`config.mk`:
```
export PLATFORM = sky130hd
export DESIGN_NAME = i2c_master_transaction_sequencer_unit
export DESIGN_NICKNAME = d
export VERILOG_FILES = /design/src/design/i2cmts_pkg.sv /design/src/design/i2cmts_in_stage.sv /design/src/design/i2cmts_core.sv /design/src/design/i2cmts_out_stage.sv /design/src/design/i2c_master_transaction_sequencer_unit.sv
export SDC_FILE = /design/constraint.sdc
export NUM_CORES = 1
export LEC_CHECK = 0
export BUFFER_PORTS_ARGS = -buffer_cell sky130_fd_sc_hd__clkbuf_2
export CORE_UTILIZATION = 45
export DETAILED_ROUTE_END_ITERATION = 12
export GPL_TIMING_DRIVEN = 0
export REMOVE_ABC_BUFFERS = 1
export SLEW_MARGIN = 15
export SYNTH_ARGS = -nofsm -noshare
export SYNTH_HDL_FRONTEND = slang
export SYNTH_HIERARCHICAL = 1
export SYNTH_SLANG_ARGS = --single-unit
```
`constraint.sdc`:
```
create_clock -name clk -period 6.6 [get_ports clk]
set_clock_uncertainty 0.2 [all_clocks]
set_input_delay 1.65 -clock clk [delete_from_list [all_inputs] [get_ports clk]]
set_output_delay 1.65 -clock clk [all_outputs]
set_load 0.05 [all_outputs]
```
`src/design/i2cmts_pkg.sv`:
```
// shared types and constants for the i2c master transaction sequencer
// no dependencies
package i2cmts_pkg;

    // request kinds carried by an input transaction
    typedef enum logic [1:0] {
        REQ_BEGIN   = 2'd0,
        REQ_TX_BYTE = 2'd1,
        REQ_DONE    = 2'd2,
        REQ_TICK    = 2'd3
    } req_t;

    // sequencer phases
    typedef enum logic [3:0] {
        PH_IDLE    = 4'd0,
        PH_START   = 4'd1,
        PH_WADDR   = 4'd2,
        PH_REGHI   = 4'd3,
        PH_REGLO   = 4'd4,
        PH_WREQ    = 4'd5,
        PH_WDATA   = 4'd6,
        PH_RESTART = 4'd7,
        PH_RADDR   = 4'd8,
        PH_RECV    = 4'd9,
        PH_RACK    = 4'd10,
        PH_STOP    = 4'd11
    } phase_t;

    // commands to the byte engine
    typedef enum logic [2:0] {
        CMD_NONE    = 3'd0,
        CMD_START   = 3'd1,
        CMD_RESTART = 3'd2,
        CMD_SEND    = 3'd3,
        CMD_RECV    = 3'd4,
        CMD_ACK     = 3'd5,
        CMD_NACK    = 3'd6,
        CMD_STOP    = 3'd7
    } cmd_t;

    // phase codes reported on timeout
    localparam logic [3:0] CODE_NONE     = 4'd0;
    localparam logic [3:0] CODE_START    = 4'd2;
    localparam logic [3:0] CODE_WADDR    = 4'd3;
    localparam logic [3:0] CODE_REGADDR  = 4'd4;
    localparam logic [3:0] CODE_POST_REG = 4'd5;
    localparam logic [3:0] CODE_WR_STOP  = 4'd6;
    localparam logic [3:0] CODE_RADDR    = 4'd6;
    localparam logic [3:0] CODE_RECV     = 4'd7;
    localparam logic [3:0] CODE_RD_STOP  = 4'd8;

    // address byte direction bits
    localparam logic [7:0] ADDR_RD_BIT  = 8'b0000_0001;
    localparam logic [7:0] ADDR_WR_MASK = 8'b1111_1110;

    // configuration register indexes and reset values
    localparam int unsigned CFG_IDX_W = 1;
    localparam logic [CFG_IDX_W-1:0] CFG_WIDE_DEV = 1'b0;
    localparam logic [CFG_IDX_W-1:0] CFG_TIMEOUT  = 1'b1;
    localparam logic [6:0]  WIDE_DEV_RESET = 7'd80;
    localparam logic [15:0] TIMEOUT_RESET  = 16'd1000;

    typedef struct packed {
        req_t        req_type;
        logic [6:0]  dev_addr;
        logic [15:0] reg_addr;
        logic [7:0]  length;
        logic        is_read;
        logic [7:0]  tx_byte;
        logic        engine_ack;
        logic [7:0]  rx_byte;
    } item_t;

    typedef struct packed {
        cmd_t        bus_cmd;
        logic [7:0]  bus_byte;
        logic        need_tx_data;
        logic        rx_valid;
        logic [7:0]  rx_data;
        logic        done_res;
        logic [3:0]  error_code;
        logic        busy_res;
    } result_t;

endpackage

```
`src/design/i2cmts_in_stage.sv`:
```
// input register stage of the sequencer
// depends on i2cmts_pkg
module i2cmts_in_stage
    import i2cmts_pkg::*;
(
    input  logic  clk,
    input  logic  rst_n,
    input  logic  in_valid,
    output logic  in_ready,
    input  item_t in_item,
    input  logic  take,
    output logic  held_valid,
    output item_t held_item
);

    logic  valid_reg;
    logic  valid_next;
    item_t item_reg;

    // stage frees up in the same cycle its transaction is consumed
    assign in_ready   = !valid_reg || take;
    assign valid_next = (in_valid && in_ready) || (valid_reg && !take);

    always_ff @(posedge clk or negedge rst_n)
    begin
        if (!rst_n)
        begin
            valid_reg <= 1'b0;
        end
        else
        begin
            valid_reg <= valid_next;
        end
    end

    always_ff @(posedge clk)
    begin
        if (in_valid && in_ready)
        begin
            item_reg <= in_item;
        end
    end

    assign held_valid = valid_reg;
    assign held_item  = item_reg;

endmodule

```
`src/design/i2cmts_core.sv`:
```
// sequencer state, configuration registers and one-step transition logic
// depends on i2cmts_pkg
module i2cmts_core
    import i2cmts_pkg::*;
(
    input  logic                 clk,
    input  logic                 rst_n,
    input  logic                 cfg_we,
    input  logic [CFG_IDX_W-1:0] cfg_index,
    input  logic [15:0]          cfg_data,
    input  logic                 step,
    input  item_t                item,
    output result_t              result
);

    phase_t      phase_reg, phase_next;
    logic [7:0]  byte_index_reg, byte_index_next;
    logic [15:0] timeout_left_reg, timeout_left_next;
    logic [6:0]  held_dev_reg, held_dev_next;
    logic [15:0] held_reg_addr_reg, held_reg_addr_next;
    logic [7:0]  held_len_reg, held_len_next;
    logic        held_rd_reg, held_rd_next;
    logic [3:0]  code_reg, code_next;
    logic [6:0]  wide_dev_reg;
    logic [15:0] timeout_ticks_reg;

    logic [7:0]  bi_inc;
    logic        bi_inc_last;
    logic        recv_last;
    logic [15:0] tl_dec;
    logic        tl_expire;
    logic        wide_dev;
    logic [3:0]  stop_code;

    assign bi_inc      = byte_index_reg + 8'd1;
    assign bi_inc_last = (bi_inc >= held_len_reg);
    assign recv_last   = (({1'b0, byte_index_reg} + 9'd1) >= {1'b0, held_len_reg});
    assign tl_dec      = (timeout_left_reg != 16'd0) ? (timeout_left_reg - 16'd1) : 16'd0;
    assign tl_expire   = (tl_dec == 16'd0);
    assign wide_dev    = (held_dev_reg == wide_dev_reg);
    assign stop_code   = held_rd_reg ? CODE_RD_STOP : CODE_WR_STOP;

    // next state
    always_comb
    begin
        phase_next         = phase_reg;
        byte_index_next    = byte_index_reg;
        timeout_left_next  = timeout_left_reg;
        held_dev_next      = held_dev_reg;
        held_reg_addr_next = held_reg_addr_reg;
        held_len_next      = held_len_reg;
        held_rd_next       = held_rd_reg;
        code_next          = code_reg;
        unique case (item.req_type)
            REQ_BEGIN:
            begin
                if (phase_reg == PH_IDLE)
                begin
                    held_dev_next      = item.dev_addr;
                    held_reg_addr_next = item.reg_addr;
                    held_len_next      = item.length;
                    held_rd_next       = item.is_read;
                    byte_index_next    = 8'd0;
                    timeout_left_next  = timeout_ticks_reg;
                    code_next          = CODE_START;
                    phase_next         = PH_START;
                end
            end
            REQ_TX_BYTE:
            begin
                if (phase_reg == PH_WREQ)
                begin
                    phase_next = PH_WDATA;
                end
            end
            REQ_DONE:
            begin
                unique case (phase_reg)
                    PH_START:
                    begin
                        code_next  = CODE_WADDR;
                        phase_next = PH_WADDR;
                    end
                    PH_WADDR:
                    begin
                        if (item.engine_ack)
                        begin
                            code_next  = CODE_REGADDR;
                            phase_next = wide_dev ? PH_REGHI : PH_REGLO;
                        end
                    end
                    PH_REGHI:
                    begin
                        if (item.engine_ack)
                        begin
                            phase_next = PH_REGLO;
                        end
                    end
                    PH_REGLO:
                    begin
                        if (item.engine_ack)
                        begin
                            code_next = CODE_POST_REG;
                            if (held_rd_reg)
                            begin
                                phase_next = PH_RESTART;
                            end
                            else if (held_len_reg == 8'd0)
                            begin
                                code_next  = stop_code;
                                phase_next = PH_STOP;
                            end
                            else
                            begin
                                phase_next = PH_WREQ;
                            end
                        end
                    end
                    PH_WDATA:
                    begin
                        if (item.engine_ack)
                        begin
                            byte_index_next = bi_inc;
                            if (bi_inc_last)
                            begin
                                code_next  = stop_code;
                                phase_next = PH_STOP;
                            end
                            else
                            begin
                                phase_next = PH_WREQ;
                            end
                        end
                    end
                    PH_RESTART:
                    begin
                        code_next  = CODE_RADDR;
                        phase_next = PH_RADDR;
                    end
                    PH_RADDR:
                    begin
                        if (item.engine_ack)
                        begin
                            code_next = CODE_RECV;
                            if (held_len_reg == 8'd0)
                            begin
                                code_next  = stop_code;
                                phase_next = PH_STOP;
                            end
                            else
                            begin
                                phase_next = PH_RECV;
                            end
                        end
                    end
                    PH_RECV:
                    begin
                        phase_next = PH_RACK;
                    end
                    PH_RACK:
                    begin
                        byte_index_next = bi_inc;
                        if (bi_inc_last)
                        begin
                            code_next  = stop_code;
                            phase_next = PH_STOP;
                        end
                        else
                        begin
                            phase_next = PH_RECV;
                        end
                    end
                    PH_STOP:
                    begin
                        code_next  = CODE_NONE;
                        phase_next = PH_IDLE;
                    end
                    default:
                    begin
                    end
                endcase
            end
            REQ_TICK:
            begin
                if (phase_reg != PH_IDLE)
                begin
                    timeout_left_next = tl_dec;
                    if (tl_expire)
                    begin
                        phase_next = PH_IDLE;
                    end
                end
            end
            default:
            begin
            end
        endcase
    end

    // outputs
    always_comb
    begin
        result              = '0;
        result.bus_cmd      = CMD_NONE;
        result.busy_res     = (phase_next != PH_IDLE);
        unique case (item.req_type)
            REQ_BEGIN:
            begin
                if (phase_reg == PH_IDLE)
                begin
                    result.bus_cmd = CMD_START;
                end
            end
            REQ_TX_BYTE:
            begin
                if (phase_reg == PH_WREQ)
                begin
                    result.bus_cmd  = CMD_SEND;
                    result.bus_byte = item.tx_byte;
                end
            end
            REQ_DONE:
            begin
                unique case (phase_reg)
                    PH_START:
                    begin
                        result.bus_cmd  = CMD_SEND;
                        result.bus_byte = {held_dev_reg, 1'b0} & ADDR_WR_MASK;
                    end
                    PH_WADDR:
                    begin
                        if (item.engine_ack)
                        begin
                            result.bus_cmd  = CMD_SEND;
                            result.bus_byte = wide_dev ? held_reg_addr_reg[15:8]
                                                       : held_reg_addr_reg[7:0];
                        end
                    end
                    PH_REGHI:
                    begin
                        if (item.engine_ack)
                        begin
                            result.bus_cmd  = CMD_SEND;
                            result.bus_byte = held_reg_addr_reg[7:0];
                        end
                    end
                    PH_REGLO:
                    begin
                        if (item.engine_ack)
                        begin
                            if (held_rd_reg)
                            begin
                                result.bus_cmd = CMD_RESTART;
                            end
                            else if (held_len_reg == 8'd0)
                            begin
                                result.bus_cmd = CMD_STOP;
                            end
                            else
                            begin
                                result.need_tx_data = 1'b1;
                            end
                        end
                    end
                    PH_WDATA:
                    begin
                        if (item.engine_ack)
                        begin
                            if (bi_inc_last)
                            begin
                                result.bus_cmd = CMD_STOP;
                            end
                            else
                            begin
                                result.need_tx_data = 1'b1;
                            end
                        end
                    end
                    PH_RESTART:
                    begin
                        result.bus_cmd  = CMD_SEND;
                        result.bus_byte = {held_dev_reg, 1'b0} | ADDR_RD_BIT;
                    end
                    PH_RADDR:
                    begin
                        if (item.engine_ack)
                        begin
                            result.bus_cmd = (held_len_reg == 8'd0) ? CMD_STOP : CMD_RECV;
                        end
                    end
                    PH_RECV:
                    begin
                        result.rx_valid = 1'b1;
                        result.rx_data  = item.rx_byte;
                        result.bus_cmd  = recv_last ? CMD_NACK : CMD_ACK;
                    end
                    PH_RACK:
                    begin
                        result.bus_cmd = bi_inc_last ? CMD_STOP : CMD_RECV;
                    end
                    PH_STOP:
                    begin
                        result.done_res   = 1'b1;
                        result.error_code = CODE_NONE;
                    end
                    default:
                    begin
                    end
                endcase
            end
            REQ_TICK:
            begin
                if ((phase_reg != PH_IDLE) && tl_expire)
                begin
                    result.done_res   = 1'b1;
                    result.error_code = code_reg;
                end
            end
            default:
            begin
            end
        endcase
    end

    always_ff @(posedge clk or negedge rst_n)
    begin
        if (!rst_n)
        begin
            phase_reg         <= PH_IDLE;
            byte_index_reg    <= 8'd0;
            timeout_left_reg  <= 16'd0;
            held_dev_reg      <= 7'd0;
            held_reg_addr_reg <= 16'd0;
            held_len_reg      <= 8'd0;
            held_rd_reg       <= 1'b0;
            code_reg          <= CODE_NONE;
        end
        else if (step)
        begin
            phase_reg         <= phase_next;
            byte_index_reg    <= byte_index_next;
            timeout_left_reg  <= timeout_left_next;
            held_dev_reg      <= held_dev_next;
            held_reg_addr_reg <= held_reg_addr_next;
            held_len_reg      <= held_len_next;
            held_rd_reg       <= held_rd_next;
            code_reg          <= code_next;
        end
    end

    always_ff @(posedge clk or negedge rst_n)
    begin
        if (!rst_n)
        begin
            wide_dev_reg      <= WIDE_DEV_RESET;
            timeout_ticks_reg <= TIMEOUT_RESET;
        end
        else if (cfg_we)
        begin
            unique case (cfg_index)
                CFG_WIDE_DEV: wide_dev_reg      <= cfg_data[6:0];
                CFG_TIMEOUT:  timeout_ticks_reg <= cfg_data;
                default:
                begin
                end
            endcase
        end
    end

endmodule

```
`src/design/i2cmts_out_stage.sv`:
```
// result register stage of the sequencer
// depends on i2cmts_pkg
module i2cmts_out_stage
    import i2cmts_pkg::*;
(
    input  logic    clk,
    input  logic    rst_n,
    input  logic    load,
    input  result_t load_result,
    output logic    out_valid,
    input  logic    out_ready,
    output logic    free,
    output result_t out_result
);

    logic    valid_reg;
    logic    valid_next;
    result_t result_reg;

    assign free       = !valid_reg || out_ready;
    assign valid_next = load || (valid_reg && !out_ready);

    always_ff @(posedge clk or negedge rst_n)
    begin
        if (!rst_n)
        begin
            valid_reg <= 1'b0;
        end
        else
        begin
            valid_reg <= valid_next;
        end
    end

    always_ff @(posedge clk)
    begin
        if (load)
        begin
            result_reg <= load_result;
        end
    end

    assign out_valid  = valid_reg;
    assign out_result = result_reg;

endmodule

```
`src/design/i2c_master_transaction_sequencer_unit.sv`:
```
// top level of the i2c master register transaction sequencer
// depends on i2cmts_pkg, i2cmts_in_stage, i2cmts_core, i2cmts_out_stage
//
//  channel   handshake                  payload
//  --------  -------------------------  ------------------------------------------
//  input     in_valid / in_ready        req_type dev_addr reg_addr length is_read
//                                       tx_byte engine_ack rx_byte
//  output    out_valid / out_ready      bus_cmd bus_byte need_tx_data rx_valid
//                                       rx_data done_res error_code busy_res
//  config    cfg_we (no handshake)      cfg_index cfg_data
//
// each transaction is registered in the input register, is stepped through the
// combinational sequencer logic and lands in the result register; one transaction
// per cycle is sustained while the output is not stalled
// reset clears both stage valid bits and the sequencer state, and loads the
// configuration registers with their default values
// a stalled output holds its result while the input register still takes one more
// transaction; the step fires only when the result register is empty or draining
module i2c_master_transaction_sequencer_unit
    import i2cmts_pkg::*;
(
    input  logic                 clk,
    input  logic                 rst_n,

    // input transactions
    input  logic                 in_valid,
    output logic                 in_ready,
    input  logic [1:0]           req_type,
    input  logic [6:0]           dev_addr,
    input  logic [15:0]          reg_addr,
    input  logic [7:0]           length,
    input  logic                 is_read,
    input  logic [7:0]           tx_byte,
    input  logic                 engine_ack,
    input  logic [7:0]           rx_byte,

    // result transactions
    output logic                 out_valid,
    input  logic                 out_ready,
    output logic [2:0]           bus_cmd,
    output logic [7:0]           bus_byte,
    output logic                 need_tx_data,
    output logic                 rx_valid,
    output logic [7:0]           rx_data,
    output logic                 done_res,
    output logic [3:0]           error_code,
    output logic                 busy_res,

    // configuration writes
    input  logic                 cfg_we,
    input  logic [CFG_IDX_W-1:0] cfg_index,
    input  logic [15:0]          cfg_data
);

    item_t   in_item;
    item_t   held_item;
    logic    held_valid;
    logic    out_free;
    logic    step;
    result_t step_result;
    result_t out_result;

    // pack the input ports into one transaction word
    always_comb
    begin
        in_item.req_type   = req_t'(req_type);
        in_item.dev_addr   = dev_addr;
        in_item.reg_addr   = reg_addr;
        in_item.length     = length;
        in_item.is_read    = is_read;
        in_item.tx_byte    = tx_byte;
        in_item.engine_ack = engine_ack;
        in_item.rx_byte    = rx_byte;
    end

    // advance the sequencer when a transaction is held and its result has a slot
    assign step = held_valid && out_free;

    i2cmts_in_stage u_in_stage (
        .clk        (clk),
        .rst_n      (rst_n),
        .in_valid   (in_valid),
        .in_ready   (in_ready),
        .in_item    (in_item),
        .take       (step),
        .held_valid (held_valid),
        .held_item  (held_item)
    );

    i2cmts_core u_core (
        .clk       (clk),
        .rst_n     (rst_n),
        .cfg_we    (cfg_we),
        .cfg_index (cfg_index),
        .cfg_data  (cfg_data),
        .step      (step),
        .item      (held_item),
        .result    (step_result)
    );

    i2cmts_out_stage u_out_stage (
        .clk         (clk),
        .rst_n       (rst_n),
        .load        (step),
        .load_result (step_result),
        .out_valid   (out_valid),
        .out_ready   (out_ready),
        .free        (out_free),
        .out_result  (out_result)
    );

    // unpack the result register onto the output ports
    assign bus_cmd      = out_result.bus_cmd;
    assign bus_byte     = out_result.bus_byte;
    assign need_tx_data = out_result.need_tx_data;
    assign rx_valid     = out_result.rx_valid;
    assign rx_data      = out_result.rx_data;
    assign done_res     = out_result.done_res;
    assign error_code   = out_result.error_code;
    assign busy_res     = out_result.busy_res;

endmodule
```
==> results.txt, run 1 <==
Yosys mapped a number of flops with a built-in enable equal to 78. The overall die area came out at ~18000 µm². Global routing used around a fifth of the available tracks. The aggregate routed wire length is 17100 µm. The detailed route wirelength on metal3 is between 900 and 1000 µm. The hold violation total from the final report came out at 0. Setup total negative slack on the finished layout was measured at 0 ns. The startpoint type of the worst setup path is an input port. The number of input and output port buffers inserted came out at 101.

The upper clock frequency limit came out at between 200 and 250 MHz. The routed length on met1 is 7770 µm. The data required time of the worst path came out at about 4.8 ns. The flow ran to the end, and the final reports show no timing, DRC or antenna violations.

Relative to the synthesized area, the layout overhead comes to 16.8%. The number of slew-limit violations in the final report is 0. The critical path class is input port to primary output. The clock transition at the register clock pins on the worst setup and hold paths after CTS is roughly 0.08 ns. The number of flip-flops under the largest register name came out at 51. The via count of the first global-routing pass is 5576.

The top fanout value on the critical path is 17. The highest layer touched by signal routing is met4. The buffer cell driving the clock tree root is clkbuf_16.

In this design, the stage delay of the slowest critical-path cell is approximately 0.44 ns. The floorplan has 48 rows. STA puts the critical path data arrival time at ~2.8 ns.

The portion of the post-synthesis area used by sequential elements came out at between 50% and 60%. The final routed DRC violation total came out at 0. The average instance in the mapped netlist occupies around 11 µm². The post-route core utilization came out at between 50% and 60%. The die is approximately 140 µm tall. TritonCTS built the clock tree. The path class of the tightest hold or removal check is flip-flop to flip-flop. The leading cell type in the layout, fill and taps excluded is clkbuf_2. The later-pin clock latency in the skew report came out at 0.43 ns. The number of levels the H-tree was split into came out at 4. After detailed routing, the number of vias per cell comes to ~5.5.

The number of violations of the max-capacitance limit came out at 0. The clock passes through at most 2 buffers. The final period demand of the worst path came out at 4.63 ns. The synthesized design spends more area on one cell type than any other, namely edfxtp_1. Leaving out fill and tap cells, the most frequent cells in the layout are clkbuf_2 (100), dfrtp_1 (81), edfxtp_1 (78). Global routing finished with a remaining overflow of 0.

In this run the tightest slew margin relative to its limit is a little over a quarter. The pre-antenna-repair detailed-routing pass consisted of 5 iterations. The slowest stage of the critical path is the and2_2 cell. Clock tree synthesis inserted a total of 17 buffers. The power per standard cell area is between 300 and 400 nW/µm². The last weighted congestion value of the routability-driven placer came out at 0.852.

The cell leakage power is between 0.003 and 0.004 µW. The fraction of synthesized cell area taken by the top area cell type is 29.1%. Clock tree synthesis found a total of between 150 and 200 sinks.

The half-perimeter wire length of the detailed placement result is between 10000 and 15000 µm. Among all flip-flop cells after synthesis, the most frequent one is dfrtp_1. The initial core utilization came out at 46.3%.

At the pin with the least slew margin, the transition time is roughly 1.1 ns. The antenna violation net count after detailed routing came out at 0. The number of resized instances in the post-cts repair step came out at 0. The area of the core came out at between 15000 and 20000 µm². The detailed-routed wire length on met2 came out at just over 8000 µm. The proportion of layout cells with a drive suffix above 1 came out at about 28%. The number of synthesized register bits came out at about 170. The total setup violations reported at the end of the flow is 0. The final net count came out at about 880.

The critical path goes through clkbuf_2 > nand2b_4 > and2_2 > nand2b_4 > clkbuf_2. The wire length of the first global-routing pass came out at roughly 28000 µm. Of the available clock period, the critical path in the final layout requires about 70%. The number of antenna violations at the first check in global routing is 0.

After synthesis, the cell types taking the most area are edfxtp_1 (29%), dfrtp_1 (25%), mux2_2 (8.0%), o21ai_0 (3.9%), dfstp_2 (2.6%). The number of inserted diodes came out at 0. The synthesized netlist occupies a cell area of around 8000 µm². The cell count after synthesis is around 700. The post-cts hold buffer count came out at 0. Detailed routing inserted a total of roughly 5700 vias. The floorplan die width is 136 µm. Pin placement for this block handled 102 I/O pins. In the final routed layout, each cell accounts on average for approximately 17 µm. Once the clock tree was built, the setup fixing pass inserted 0 buffers. The worst setup path is captured at a primary output. Setup repair after global routing left no endpoint under its margin. The Yosys warning count came out at 6.

The starting DRC count in detailed routing came out at 509. IR analysis of the VDD net gives a maximum drop of around 0.32 mV. The number of unique standard cell types used by synthesis is between 70 and 80. The fraction of synthesis flops using an asynchronous set or reset pin came out at 53.3%. The pin count of the biggest net entering global routing is 90.
-- cell usage after synthesis, types with 7 or more instances --
master	number
dfrtp_1	81
edfxtp_1	78
o21ai_0	63
mux2_2	57
nand2_1	49
nor2_1	49
a21oi_1	31
clkbuf_1	28
inv_1	23
nor2b_1	20
nor3_1	17
ha_1	16
and2_1	15
nand3_1	15
a22oi_1	14
mux2i_1	9
xor2_1	9
dfstp_2	8
nor4_1	8
a31oi_1	7
-- logic make-up after synthesis --
kind of cell,count (synthesis),synth area share [%]
compound gates,160,12.5
xor+xnor,15,1.63
fa+ha+maj,16,2.49
buf+inv,60,3.00
flops,167,57.0
mux,66,9.10
simple gates,218,14.3
-- power by group --
group          internal (µW)  switching [µW]  total, µW
clock                    521             497       1020
combinational            432             608       1040
sequential              1350             275       1620
-- area by class of cell --
class                      instances  area [µm²]
clock buffer                      17         425
timing repair buffer             104         581
fill                            1510        7970
sequential                       167        4580
tap                              225         282
clock inverter                    15         198
inverter                          25        93.8
multi-input combinational        475        3230
-- metrics by stage --
step           area (µm²)  setup slack (ns)  hold WS [ns]  instances  total power [µW]
2_1_floorplan        7890              1.69         0.256        667              2350
3_3_place_gp         8680             0.808         0.259        993              2630
3_5_place_dp         8760              1.94         0.264        996              2670
4_1_cts              9390              1.94         0.282       1028              3700
5_1_grt              9390              1.88         0.289       1028              3900
6_report             9390              1.97         0.279       1028              3680
-- routing by layer --
layer | GRT usage, % | vias to the layer above
met4 | 6.43 | 0
met3 | 3.93 | 18
met5 | 0 | -
met1 | 26.2 | 2742
li1 | - | 2757
met2 | 32.1 | 182
-- path summary, 6_finish.rpt --
path | start | to | slack (ns) | depth (start not counted)
max | out_ready | in_ready | 1.97 | 5
min | u_in_stage/held_item[24]$_DFFE_PP_ | u_core/held_len_reg[6]$_DFFE_PN0P_ | 0.28 | 1
max reg2reg | u_core/byte_index_reg[0]$_DFFE_PN0P_ | u_core/code_reg[1]$_DFFE_PN0P_ | 3.17 | 13
min reg2reg | u_in_stage/held_item[24]$_DFFE_PP_ | u_core/held_len_reg[6]$_DFFE_PN0P_ | 0.28 | 1
max in group asynchronous | rst_n | u_core/held_reg_addr_reg[3]$_DFFE_PN0P_ | 4.60 | 1
min in group asynchronous | rst_n | u_core/timeout_ticks_reg[10]$_DFFE_PN0P_ | 1.06 | 1
-- worst max-delay path, delay by kind of cell --
kind	cells	cell delay [ns]
simple gates	3	0.78
buf+inv	2	0.35
No activity file was read; power rests on OpenSTA's default activity.
==> inputs of run 2 (changes only) <==
--- a/config.mk
+++ b/config.mk
@@ -5,6 +5,7 @@
 export SDC_FILE = /design/constraint.sdc
 export NUM_CORES = 1
 export LEC_CHECK = 0
+export ABC_AREA = 1
 export BUFFER_PORTS_ARGS = -buffer_cell sky130_fd_sc_hd__clkbuf_2
 export CORE_UTILIZATION = 45
 export DETAILED_ROUTE_END_ITERATION = 12
==> constraint.sdc (replaced) <==
create_clock -name clk -period 4.8 [get_ports clk]
set_clock_uncertainty 0.2 [all_clocks]
set_input_delay 1.2 -clock clk [delete_from_list [all_inputs] [get_ports clk]]
set_output_delay 1.2 -clock clk [all_outputs]
set_load 0.05 [all_outputs]
==> run 2 against run 1 <==
Via count grew 3.9%. Critical path depth grew 3. Sequential share of layout area shrank 0.62 points. Combinational power grew 49%. Cell area grew 1.3%. Critical endpoint unchanged. Clock power grew 40%. Utilization grew 0.51 points. Final cell count grew 15%. Largest cell class unchanged.
==> results.txt, run 2 <==
The total routing usage reported by global routing is 20.3% (was 19.7%). The overall power of the completed layout came to 5090 µW (was 3680 µW). The fraction of synthesized cell area taken by the top area cell type is 29.0% (was 29.1%). The final net count is 1038 (was 879). The number of flip-flops under the largest register name is 51 (unchanged).

The aggregate routed wire length is 17300 µm (was 17100 µm). The most common flop cell mapped by yosys was dfrtp_1 (unchanged). The power per standard cell area is 535 nW/µm² (was 392 nW/µm²). The post-cts hold buffer count was 0 (unchanged). The cell leakage power is 0.00427 µW (was 0.00383 µW). The number of levels the H-tree was split into came out at 4 (unchanged).

The number of violations of the max-capacitance limit is 0 (unchanged). The number of antenna violations at the first check in global routing is 0 (unchanged). The fraction of the mapped netlist area in simple logic gates is 19.4% (was 14.3%).

The top-level I/O count is 102 (unchanged). The post-CTS repair timing setup buffer count came out at 0 (unchanged). The total setup violations reported at the end of the flow came to 0 (unchanged). The post-synthesis share of cell area spent on full adders, half adders and majority gates is 2.48% (was 2.49%). The layout-stage area growth over the synthesis result was 17.6% (was 16.8%). The leading cell type in the layout, fill and taps excluded is nand2_1 (was clkbuf_2).

The slew at the pin closest to its max-slew limit is 0.834 ns (was 1.11 ns). Cell types occupying the most area after synthesis: edfxtp_1 (29%), dfrtp_1 (25%), nand2_1 (8.6%), mux2_2 (4.6%), inv_1 (4.2%) (was edfxtp_1 (29%), dfrtp_1 (25%), mux2_2 (8.0%), o21ai_0 (3.9%), dfstp_2 (2.6%)). The number of input and output port buffers inserted is 101 (unchanged). The via count of the first global-routing pass came to 5718 (was 5576).

The main combinational cell family by area after synthesis was simple AND/OR/NAND/NOR gates (unchanged). The starting DRC count in detailed routing is 391 (was 509). Outcome: completed (unchanged). The proportion of layout cells with a drive suffix above 1 was 23.4% (was 27.8%). Most frequent cells in the layout: nand2_1 (184), clkbuf_2 (100), inv_1 (90) (was clkbuf_2 (100), dfrtp_1 (81), edfxtp_1 (78)). The fraction of synthesis flops using an asynchronous set or reset pin came out at 53.3% (unchanged). The final period demand of the worst path is ~4 ns. The pin count of the biggest net entering global routing came out at 90 (unchanged). The via count was 5923 (was 5699). The clock tree from TritonCTS is built (unchanged). The die outline height is 136 µm (about the same). The clock transition at the register clock pins on the worst setup and hold paths after CTS was 0.07 ns (was 0.08 ns). The fraction of the mapped netlist area in compound gates is 9.78% (was 12.5%). The number of unique standard cell types used by synthesis came out at 40 (was 73). The wire length of the first global-routing pass is 28600 µm (was 28000 µm). The number of clock sinks seen by CTS is 167 (unchanged). The startpoint type of the worst setup path is an input port (unchanged).

The path type of the worst min-delay path is flip-flop to flip-flop (unchanged). The antenna violation net count after detailed routing came to 0 (unchanged). The number of synthesized register bits is 167 (unchanged).

The average routed wire per standard cell came out at 14.6 µm (was 16.6 µm). The number of slew-limit violations in the final report is 0 (unchanged). The last weighted congestion value of the routability-driven placer is 0.903 (was 0.852).

The post-synthesis instance area is 8090 µm² (was 8040 µm²). The site row count was 48 (unchanged). The critical path class is input port to primary output (unchanged). The initial core utilization came out at 46.4% (was 46.3%).

The top fanout value on the critical path is 36 (was 17). The floorplan die width is 136 µm (about the same). The number of resized instances in the post-cts repair step is 0 (unchanged). The mean area per synthesized cell came out at 9.56 µm² (was 11.5 µm²). The library cell occupying the most area in the post-synthesis netlist is edfxtp_1 (unchanged).

The portion of the post-synthesis area used by sequential elements came out at 56.6% (was 57.0%). The remaining max-slew budget at the tightest pin is 44.4% (was 26.1%). The data required time of the worst path is 3.40 ns (was 4.75 ns).

The clock tree buffer depth came out at 2 (unchanged). The later-pin clock latency in the skew report is 0.44 ns (was 0.43 ns). The placement-stage worst setup slack came to 0.797 ns (was 1.94 ns).

The cell count after synthesis came to 846 (was 702). The Yosys warning count is 6 (unchanged). The number of synthesized flops with an enable pin was 78 (unchanged). The arrival time at the worst endpoint came out at 2.57 ns (was 2.78 ns). The maximum ir drop on the vdd rail is 0.314 mV (was 0.318 mV).

Commonest cells post-synth: nand2_1 (185), inv_1 (91), dfrtp_1 (81) (was dfrtp_1 (81), edfxtp_1 (78), o21ai_0 (63)). The sum of overflow across all layers after global routing came out at 0 (unchanged). The upper clock frequency limit is around 250 MHz.

The number of inserted filler cells in the final layout came out at 1580 (was 1510). The area of the core came out at 17400 µm² (about the same). The total iterations of the first detailed-routing run is 5 (unchanged). The buffer cell driving the clock tree root is clkbuf_16 (unchanged). The xor-xnor portion of the synthesized cell area is 1.41% (was 1.63%).

The half-perimeter wire length of the detailed placement result is 12400 µm (was 11800 µm). The post-route core utilization is 54.6% (was 54.1%). The vias per cell is 4.99 (was 5.54). The ratio of final minimum period to clock period came out at about 83%. The overall die area came to 18500 µm² (was 18400 µm²). The CTS buffer count was 17 (unchanged).

The number of inserted diodes is 0 (unchanged). RSZ-0062 raised after global routing: false (unchanged). The final critical-path setup slack came out at 0.831 ns (was 1.97 ns). The mux cell area share after synthesis is 4.60% (was 9.10%).

The endpoint type of the worst setup path is a primary output (unchanged). The hold violation total from the final report is 0 (unchanged). The final routed DRC violation total is 0 (unchanged). The most used standard cell by instance count after synthesis is nand2_1 (was dfrtp_1).
## run 2: changes by cell type in the layout (fill, tap and decap cells not counted), moves of 15 or more
cell | before | now
nand2_1 | 49 | 184
inv_1 | 23 | 90
nand3_1 | 14 | 45
nor2_1 | 49 | 79
mux2_2 | 57 | 33
nor2b_1 | 20 | 0
o211ai_1 | 1 | 16
## run 2: layout make-up
| class | count | area, µm² | share of cell area (%) |
|---|---|---|---|
| clock inverter | 15 | 200 | 2.11 |
| tap | 225 | 282 | 2.96 |
| inverter | 97 | 364 | 3.83 |
| timing repair buffer | 105 | 597 | 6.28 |
| sequential | 167 | 4580 | 48.2 |
| clock buffer | 17 | 425 | 4.47 |
| multi-input combinational | 561 | 3060 | 32.2 |
## run 2: power breakdown
group / switching (µW) / internal (µW) / total [µW]
logic: 1010 / 546 / 1550
registers: 248 / 1850 / 2100
clock network: 633 / 801 / 1430
## run 2: worst paths after layout
check,start,endpoint,slack (ns),depth (start not counted)
hold / removal,u_in_stage/held_item[35]$_DFFE_PP_,u_core/held_reg_addr_reg[9]$_DFFE_PN0P_,0.28,1
setup reg to reg,u_core/byte_index_reg[0]$_DFFE_PN0P_,u_out_stage/out_result[0]$_DFFE_PP_,1.42,25
max in group asynchronous,rst_n,u_core/held_reg_addr_reg[8]$_DFFE_PN0P_,3.26,1
min in group asynchronous,rst_n,u_core/timeout_left_reg[8]$_DFFE_PN0P_,0.62,1
setup / recovery,out_ready,in_ready,0.83,8
hold reg to reg,u_in_stage/held_item[35]$_DFFE_PP_,u_core/held_reg_addr_reg[9]$_DFFE_PN0P_,0.28,1
## run 2: kinds of logic after synthesis
group	count (synthesis)
buf+inv	118
flops	167
mux	33
compound gates	140
simple gates	359
fa+ha+maj	16
xor+xnor	13
## run 2: critical path: stages
cell	delay (ns)
clkbuf_2	0.07
inv_1	0.03
nand2_2	0.06
nand2_1	0.06
inv_2	0.52
inv_1	0.20
nand2_1	0.13
clkbuf_2	0.28
## run 2: through the flow
step	setup TNS [ns]	area, µm²	instances	hold WS (ns)
2_1_floorplan	-26.24	7990	825	0.248
3_3_place_gp	-115.88	8770	1151	0.261
3_5_place_dp	0	8880	1155	0.264
4_1_cts	0	9510	1187	0.279
5_1_grt	0	9510	1187	0.290
6_report	0	9510	1187	0.277
## run 2: per-layer routing
metal | global-route usage, % | part of all wire, % | up-vias
met5 | 0 | 0 | -
li1 | - | - | 3035
met1 | 26.7 | 47 | 2755
met3 | 3.58 | 2.9 | 19
met2 | 33.4 | 49 | 114
met4 | 7.59 | 1.1 | 0
